==> config.mk <==
export PLATFORM = sky130hd
export DESIGN_NAME = ber_integer_varbind_encoder
export DESIGN_NICKNAME = d
export VERILOG_FILES = /design/src/sv/bive_pkg.sv /design/src/sv/bive_cell.sv /design/src/sv/ber_integer_varbind_encoder.sv
export SDC_FILE = /design/constraint.sdc
export NUM_CORES = 1
export LEC_CHECK = 0
export BUFFER_PORTS_ARGS = -buffer_cell sky130_fd_sc_hd__buf_2
export CORE_MARGIN = 3
export CORE_UTILIZATION = 60
export DETAILED_ROUTE_END_ITERATION = 8
export PLACE_DENSITY = 0.81
export SKIP_LAST_GASP = 1
export SLEW_MARGIN = 20
export SYNTH_ARGS = -nofsm -noshare
export SYNTH_HDL_FRONTEND = slang
export SYNTH_SLANG_ARGS = --single-unit
==> constraint.sdc <==
create_clock -name clk_i -period 10.55 [get_ports clk_i]
set_input_delay 1.055 -clock clk_i [delete_from_list [all_inputs] [get_ports clk_i]]
set_output_delay 1.055 -clock clk_i [all_outputs]
set_load 0.02 [all_outputs]
==> src/sv/bive_pkg.sv <==
// Shared types and constants for the BER integer varbind encoder.
// No dependencies; used by bive_cell and ber_integer_varbind_encoder.
package bive_pkg;

  localparam int unsigned MAX_PREFIX_BYTES = 8;

  localparam logic [7:0] TAG_SEQUENCE = 8'h30;
  localparam logic [7:0] TAG_INTEGER  = 8'h02;

  localparam int unsigned CFG_IDX_W = 2;
  localparam logic [CFG_IDX_W-1:0] REG_PREFIX_BYTES  = 2'd0;
  localparam logic [CFG_IDX_W-1:0] REG_PREFIX_LENGTH = 2'd1;

  typedef struct packed {
    logic [63:0] pre_bytes;
    logic [3:0]  pre_len;
    logic [7:0]  suffix;
    logic [63:0] value;
    logic [3:0]  size;
  } frame_t;

  typedef struct packed {
    logic       valid;
    logic       last;
    logic [7:0] data;
  } cell_t;

endpackage

==> src/sv/bive_cell.sv <==
// One byte slot of the output shift chain: loads its byte of a new binding
// or takes the byte of its upstream neighbor. Depends on bive_pkg.
module bive_cell #(
  parameter int unsigned IDX = 0
) (
  input  logic           clk_i,
  input  logic           rst_ni,
  input  logic           load_en_i,
  input  bive_pkg::frame_t frame_i,
  input  bive_pkg::cell_t  next_i,
  output bive_pkg::cell_t  cell_o
);

  localparam logic [4:0] K = 5'(IDX);

  logic [4:0]  sfx_pos;
  logic [4:0]  total;
  logic [4:0]  vend;
  logic [4:0]  pos;
  logic [4:0]  vidx;
  logic [63:0] pshift;
  logic [63:0] vshift;
  logic [7:0]  len_byte;
  bive_pkg::cell_t load_d;
  bive_pkg::cell_t cell_d;
  logic       valid_q;
  logic       last_q;
  logic [7:0] data_q;

  assign sfx_pos  = 5'(frame_i.pre_len) + 5'd2;
  assign total    = 5'(frame_i.pre_len) + 5'd5 + 5'(frame_i.size);
  assign vend     = sfx_pos + 5'd3 + 5'(frame_i.size);
  assign pos      = K - 5'd2;
  assign vidx     = vend - 5'd1 - K;
  assign pshift   = frame_i.pre_bytes << {pos, 3'b000};
  assign vshift   = frame_i.value >> {vidx, 3'b000};
  assign len_byte = 8'(frame_i.pre_len) + 8'd3 + 8'(frame_i.size);

  always_comb begin
    load_d.valid = (K < total);
    load_d.last  = (K == total - 5'd1);
    if (K == 5'd0) begin
      load_d.data = bive_pkg::TAG_SEQUENCE;
    end else if (K == 5'd1) begin
      load_d.data = len_byte;
    end else if (K < sfx_pos) begin
      load_d.data = pshift[63:56];
    end else if (K == sfx_pos) begin
      load_d.data = frame_i.suffix;
    end else if (K == sfx_pos + 5'd1) begin
      load_d.data = bive_pkg::TAG_INTEGER;
    end else if (K == sfx_pos + 5'd2) begin
      load_d.data = 8'(frame_i.size);
    end else begin
      load_d.data = vshift[7:0];
    end
    cell_d = load_en_i ? load_d : next_i;
  end

  always_ff @(posedge clk_i or negedge rst_ni) begin
    if (!rst_ni) begin
      valid_q <= 1'b0;
    end else begin
      valid_q <= cell_d.valid;
    end
  end

  always_ff @(posedge clk_i) begin
    last_q <= cell_d.last;
    data_q <= cell_d.data;
  end

  assign cell_o = '{valid: valid_q, last: last_q, data: data_q};

endmodule

==> src/sv/ber_integer_varbind_encoder.sv <==
// Top level of the BER integer varbind encoder: config registers and the
// byte shift chain built from bive_cell. Depends on bive_pkg and bive_cell.
//
// A request (start_i while busy_o is low) is laid out at once across a chain
// of byte cells and shifted out one byte per cycle on out_byte_o, marked by
// out_strobe_o, with last_o on the final byte. The first byte appears the
// cycle after the request. A binding is the prefix count (prefix_length
// capped at MAX_PREFIX_BYTES) + 5 + size bytes long, 6 to 21. busy_o drops
// while the final byte of a binding is on the port, so the next request can
// follow with no gap. The receiver cannot stall: each byte is present for
// exactly one cycle. The user must write configuration only while idle; the
// block itself does not enforce it.
module ber_integer_varbind_encoder #(
  parameter int unsigned MAX_PREFIX_BYTES = bive_pkg::MAX_PREFIX_BYTES
) (
  input  logic                           clk_i,
  input  logic                           rst_ni,
  input  logic                           cfg_we_i,
  input  logic [bive_pkg::CFG_IDX_W-1:0] cfg_idx_i,
  input  logic [63:0]                    cfg_data_i,
  input  logic                           start_i,
  output logic                           busy_o,
  input  logic [7:0]                     oid_suffix_i,
  input  logic [63:0]                    value_i,
  input  logic [1:0]                     value_size_i,
  output logic                           out_strobe_o,
  output logic [7:0]                     out_byte_o,
  output logic                           last_o
);

  localparam int unsigned DEPTH = MAX_PREFIX_BYTES + 13;
  localparam logic [3:0] MAX_PRE = 4'(MAX_PREFIX_BYTES);

  logic [63:0] prefix_q;
  logic [3:0]  plen_q;
  logic        load_en;
  bive_pkg::frame_t frame;
  bive_pkg::cell_t  chain [DEPTH+1];

  always_ff @(posedge clk_i or negedge rst_ni) begin
    if (!rst_ni) begin
      prefix_q <= '0;
      plen_q   <= '0;
    end else if (cfg_we_i) begin
      if (cfg_idx_i == bive_pkg::REG_PREFIX_BYTES) begin
        prefix_q <= cfg_data_i;
      end
      if (cfg_idx_i == bive_pkg::REG_PREFIX_LENGTH) begin
        plen_q <= cfg_data_i[3:0];
      end
    end
  end

  assign load_en = start_i && !busy_o;

  always_comb begin
    frame.pre_bytes = prefix_q;
    frame.pre_len   = (plen_q > MAX_PRE) ? MAX_PRE : plen_q;
    frame.suffix    = oid_suffix_i;
    frame.value     = value_i;
    frame.size      = 4'd1 << value_size_i;
  end

  assign chain[DEPTH] = '0;

  for (genvar g = 0; g < DEPTH; g++) begin : g_cell
    bive_cell #(
      .IDX(g)
    ) u_cell (
      .clk_i    (clk_i),
      .rst_ni   (rst_ni),
      .load_en_i(load_en),
      .frame_i  (frame),
      .next_i   (chain[g+1]),
      .cell_o   (chain[g])
    );
  end

  assign busy_o       = chain[1].valid;
  assign out_strobe_o = chain[0].valid;
  assign out_byte_o   = chain[0].data;
  assign last_o       = chain[0].last;

  a_first_byte: assert property (@(posedge clk_i) disable iff (!rst_ni)
    start_i && !busy_o |=> out_strobe_o && out_byte_o == bive_pkg::TAG_SEQUENCE)
    else $error("request not followed by sequence tag");

  a_busy_mid: assert property (@(posedge clk_i) disable iff (!rst_ni)
    busy_o |-> out_strobe_o && !last_o)
    else $error("busy without a non-final byte on the port");

  a_end_gap: assert property (@(posedge clk_i) disable iff (!rst_ni)
    out_strobe_o && last_o && !start_i |=> !out_strobe_o)
    else $error("byte emitted after final byte with no request");

endmodule
Word level (Yosys, flattened, before mapping)
Index checks and enable logic that the tools add are counted.
- add/subtract/negate cells: 30
- magnitude comparators: 41
- equality and inequality tests: 78
- shift operators: 20
- multiplexer cells: 98
- bitwise operators: 1
- reduce and logical (&&, ||, !) cells: 7
- operator list (cell ; count):
    $shr A64 B8 Y8 ; 19
    $mux W8 ; 76
    $mux W10 ; 21
    $eq A4 B5 Y1 const A ; 32
    $eq A5 B5 Y1 const A ; 20
    $eq A3 B5 Y1 const A ; 16
    $lt A4 B5 Y1 const A ; 16
    $lt A5 B5 Y1 const A ; 10
    $eq A2 B5 Y1 const A ; 8
    $lt A3 B5 Y1 const A ; 8
    $sub A5 B4 Y5 const B ; 8
    $sub A5 B5 Y5 const B ; 5
    $lt A2 B5 Y1 const A ; 4
    $sub A5 B3 Y5 const B ; 4
    $add A4 B2 Y5 const B ; 2
    $add A5 B2 Y5 const B ; 2
    $add A5 B4 Y5 ; 2
    $lt A1 B5 Y1 const A ; 2
    $sub A5 B1 Y5 const B ; 2
    $sub A5 B2 Y5 const B ; 2
    $add A8 B4 Y8 ; 1
    $add A4 B3 Y5 const B ; 1
    $add A5 B1 Y5 const B ; 1
    $eq A1 B5 Y1 const A ; 1
    other kinds (11) ; 12
- bits in registers: 278
- input bits: 144
- output and inout bits: 11

Longest topological paths before layout
- word-level depth: 13
- depth in mapped cells: 21
- gate-level depth less buffers: 17

Modules after synthesis
A second synthesis with hierarchy kept.
- cells, all modules: 3031
- area total of the unflattened synthesis: 32157.1 um^2
- by module, submodules not included (module ; instances ; cells an instance ; area an instance (um^2)):
    ber_integer_varbind_encoder ; 1 ; 155 ; 2899.0
    bive_cell (g_cell[4].u_cell) ; 1 ; 167 ; 1641.6
    bive_cell (g_cell[6].u_cell) ; 1 ; 164 ; 1615.3
    bive_cell (g_cell[2].u_cell) ; 1 ; 170 ; 1592.8
    bive_cell (g_cell[7].u_cell) ; 1 ; 154 ; 1566.5
    bive_cell (g_cell[5].u_cell) ; 1 ; 160 ; 1547.7
    bive_cell (g_cell[9].u_cell) ; 1 ; 151 ; 1537.7
    bive_cell (g_cell[16].u_cell) ; 1 ; 151 ; 1521.5
    bive_cell (g_cell[10].u_cell) ; 1 ; 147 ; 1514.0
    bive_cell (g_cell[8].u_cell) ; 1 ; 150 ; 1496.4
    bive_cell (g_cell[15].u_cell) ; 1 ; 133 ; 1488.9
    bive_cell (g_cell[3].u_cell) ; 1 ; 153 ; 1477.7
    bive_cell (g_cell[12].u_cell) ; 1 ; 138 ; 1470.2
    bive_cell (g_cell[13].u_cell) ; 1 ; 134 ; 1451.4
    +8 rows ; -- ; -- ; --

Worst setup path before layout
No wires, ideal clock.
- kind: reg2reg
- start point: reg plen_q[3]
- end point: reg g_cell[6].u_cell.data_q[7]
- library setup time: 0.073 ns
- data arrival time: 4.531 ns
- required time: 10.477 ns
- slack: 5.946 ns
- cell stages (with the launch flop): 21
- buffers on the path: 5
- clock period less this slack: 4.604 ns
- cells stage by stage: dfrtp_1 > buf_4 > nor2b_1 > buf_1 > ha_1 > buf_2 > xnor2_2 > inv_2 > buf_2 > buf_1 > ha_1 > ha_1 > xnor2_4 > inv_6 > ha_1 > a21boi_0 > nor4_1 > nand3b_1 > and2_4 > o31a_1 > nor3_2
- RTL lines (what ; RTL line ; text):
    start: declaration ; ber_integer_varbind_encoder.sv:35 ; logic [3:0] plen_q;
    start signal: assignment ; ber_integer_varbind_encoder.sv:49 ; plen_q <= cfg_data_i[3:0];
    end signal: assignment ; bive_cell.sv:70 ; data_q <= cell_d.data;
    end: declaration ; bive_cell.sv:28 ; logic [7:0] data_q;

==> out/metrics.yaml <==
drtIter0Drc: 1783
p_total_uw: 5960
slew_headroom_pct: 14.4
seq_area_frac_synth_pct: 35.9
min_path_type: "in -> async"
grt_use_total_pct: 38.7
hold_viol: 0
netlist_area_mm2: 0.0167
clock.fmax_mhz: 157
crit_top_cell: "ha_1"
vias: 15300
viasPerCell: 6.91
max-cap-violations: 0
cts.sinks: 278
setup_tns_ns: 0
rsz0062_at_grt: "false"
grt_pass1_wl_mm: 89.5
nets: 1998
ir_drop_mv: 0.166
start_util_pct: 61.6
die_w_um: 173
fin_worst_skew_ns: 0.0257
htree_num_levels: 1
synth_area_leaders: "dfxtp_1 23%, dfrtp_1 13%, mux4_2 9.7%, mux2_2 6.7%, nand2_1 4.5%"
fillers: 2126
setup_viol: 0
critPathRequiredTime_ns: 10.97
placedCellCount: 2149
post-cts-setup-buffer-count: 0
muxShareOfSynthArea_pct: 19.4
finalCriticalPeriod_ns: 6.37
synthAdderAreaFrac_pct: 3.50
synth_area_per_cell_um2: 9.65
leakagePower_uw: 0.00745
synth.most_common_cell: "nand2_1"
grt_pass1_vias: 14600
worstSetupEndpointType: "flop"
die-area_mm2: 0.0299
path_buf_inv: 6
grt_max_degree: 91
syn-num-nets: 1924
synth.distinct_cells: 94
cts_resized: 0
synth-compound-area-share_pct: 17.6
final_max_slew_viol_count: 0
tritoncts: "yes"
synth_common_cells: "202 x nand2_1, 189 x dfxtp_1, 126 x nor2_1"
cpLargestDelayFamily: "adder cells"
grt_remaining_overflow: 0
die_height_um: 173
hold_buffers: 0
crit-reg2reg-launch: "plen_q[3]$_DFFE_PN0P_"
areaGrowthSynthToFinish_pct: 10.9
synthFlopType: "dfxtp_1"
cts_buffers: 30
synthSimpleGateAreaFrac_pct: 16.3
regArea_mm2: 0.00601
clockBufferDepth: 3
dp_slack_ns: 4.48
drtAntennaViolNets: 0
worst-path-max-fanout: 22
r2r_slack_ns: 4.18
synth_xor_area_share_pct: 2.68
io_pins: 155
finish.cell_count_without_fillers: 2210
slowest_stage: "dfrtp_1"
clkLatencyLatePin_ns: 0.57
max_stage_delay_ns: 0.90
route.detailed.wl_per_inst_um: 27.1
status: "complete, no violations"
clk_pin_slew_ns: 0.06
syn_inst: 1735
port_buffers: 154
multi_input_area_mm2: 0.0100
synth_top_family_by_area: "multiplexers"
arrival_ns: 6.80
path_class: "reg -> reg"
synth_seq_cells: 278
fin_crit_sh_pct: 60.4
drcViolationCount: 0
layout-drive-gt1-share_pct: 25.0
async_flop_share_pct: 32.0
worstMarginPinSlew_ns: 1.25
synth-edff-count: 0
place.gp.congestion: 1.04
yosysWarnings: 0
crit_start: "plen_q[3]$_DFFE_PN0P_"
power_density_mw_per_mm2: 321
rows: 60
yosys.area.top_type_share_pct: 22.6
dr.pass1.iters: 8
clock-root-buffer: "clkbuf_16"
yosysTopAreaCell: "dfxtp_1"
wl_mm: 60.0
core_region_area_mm2: 0.0272
antenna_found_initial: 6
cp_cell_sequence: "inv_1 -> nand2_1 -> ha_1 -> clkinv_1 -> ha_1 -> inv_1 -> fa_1 -> buf_4 -> inv_2 -> ha_1 -> clkinv_1 -> and2_1 -> a21oi_1 -> o32ai_1"
fin_util_pct: 68.3
setup_slack_ns: 4.18
cp-start-kind: "flop"
post-dp-hpwl_mm: 44.2
==> per-layer routing <==
metal  global-route usage, %  vias up  share of wire [%]  wire [µm]
li1                        -     6600                  -          -
met1                    49.8     7401                 38      22700
met2                    60.4     1023                 45      26900
met3                    8.21      246                 10       6120
met4                    22.6        4                7.1       4270
met5                       0        -              0.040         24
==> layout make-up <==
| type | instances | area share (%) |
|---|---|---|
| Multi-Input combinational cell | 1285 | 53.9 |
| Sequential cell | 278 | 32.4 |
| Timing Repair Buffer | 176 | 5.05 |
| Clock buffer | 43 | 4.63 |
| Tap cell | 372 | 2.51 |
| Inverter | 38 | 0.795 |
| Clock inverter | 13 | 0.647 |
| Antenna cell | 5 | 0.0674 |
==> cells in the final DEF (no fill, tap or decap), types with 18 or more instances in the layout <==
cell | synthesis | layout
nand2_1 | 202 | 202
dfxtp_1 | 189 | 189
buf_2 | 28 | 153
nor2_1 | 126 | 126
mux2_2 | 100 | 100
a21oi_1 | 95 | 95
o21ai_0 | 94 | 94
dfrtp_1 | 89 | 89
mux4_2 | 72 | 72
mux2i_1 | 50 | 49
nand3_1 | 40 | 40
ha_1 | 42 | 40
a221oi_1 | 31 | 31
clkbuf_16 | 0 | 30
nand2b_1 | 29 | 28
inv_1 | 28 | 28
a31oi_1 | 28 | 28
o22ai_1 | 27 | 27
nor3_1 | 24 | 24
buf_4 | 15 | 23
o221ai_1 | 21 | 21
o31ai_1 | 19 | 19
and3_1 | 19 | 19
and2_1 | 18 | 18
==> logic make-up (layout without fill, tap and decap cells) <==
family                     after synthesis  after routing
xor gates and xnor gates                33             33
buffers and inverters                  172            270
and+or+nand+nor                        550            550
other                                    0              5
muxes                                  222            222
AOI/OAI and AO/OA                      435            435
adders and majority gates               45             45
DFF                                    278            278
==> report_power, final <==
part / internal, µW / switching (µW)
combinational: 1170 / 2140
sequential: 1440 / 163
clock: 594 / 450
total: 3210 / 2750
==> final timing paths <==
check | endpoint | cells past startpoint
min in group clk_i | g_cell[0].u_cell.data_q[4]$_SDFF_PP1_ | 1
setup / recovery | g_cell[2].u_cell.data_q[5]$_DFF_P_ | 14
hold / removal | g_cell[17].u_cell.valid_q$_DFF_PN0_ | 1
max in group asynchronous | prefix_q[21]$_DFFE_PN0P_ | 2
setup reg to reg | g_cell[2].u_cell.data_q[5]$_DFF_P_ | 14
hold reg to reg | g_cell[0].u_cell.data_q[4]$_SDFF_PP1_ | 1
==> metrics by stage <==
step,cell area [µm²],hold WS [ns]
after floorplan,16700,0.386
after global placement,17600,0.390
after detailed placement,17600,0.406
after CTS,18600,0.374
after global routing,18600,0.397
final,18600,0.379
==> sequential cells by signal (all words and copies together), names as in the netlist <==
| signal | cells |
|---|---|
| g_cell.u_cell.data_q | 168 |
| g_cell.u_cell.last_q | 21 |
| g_cell.u_cell.valid_q | 21 |
| prefix_q | 64 |
| plen_q | 4 |
Power figures use the tool's default switching activity.
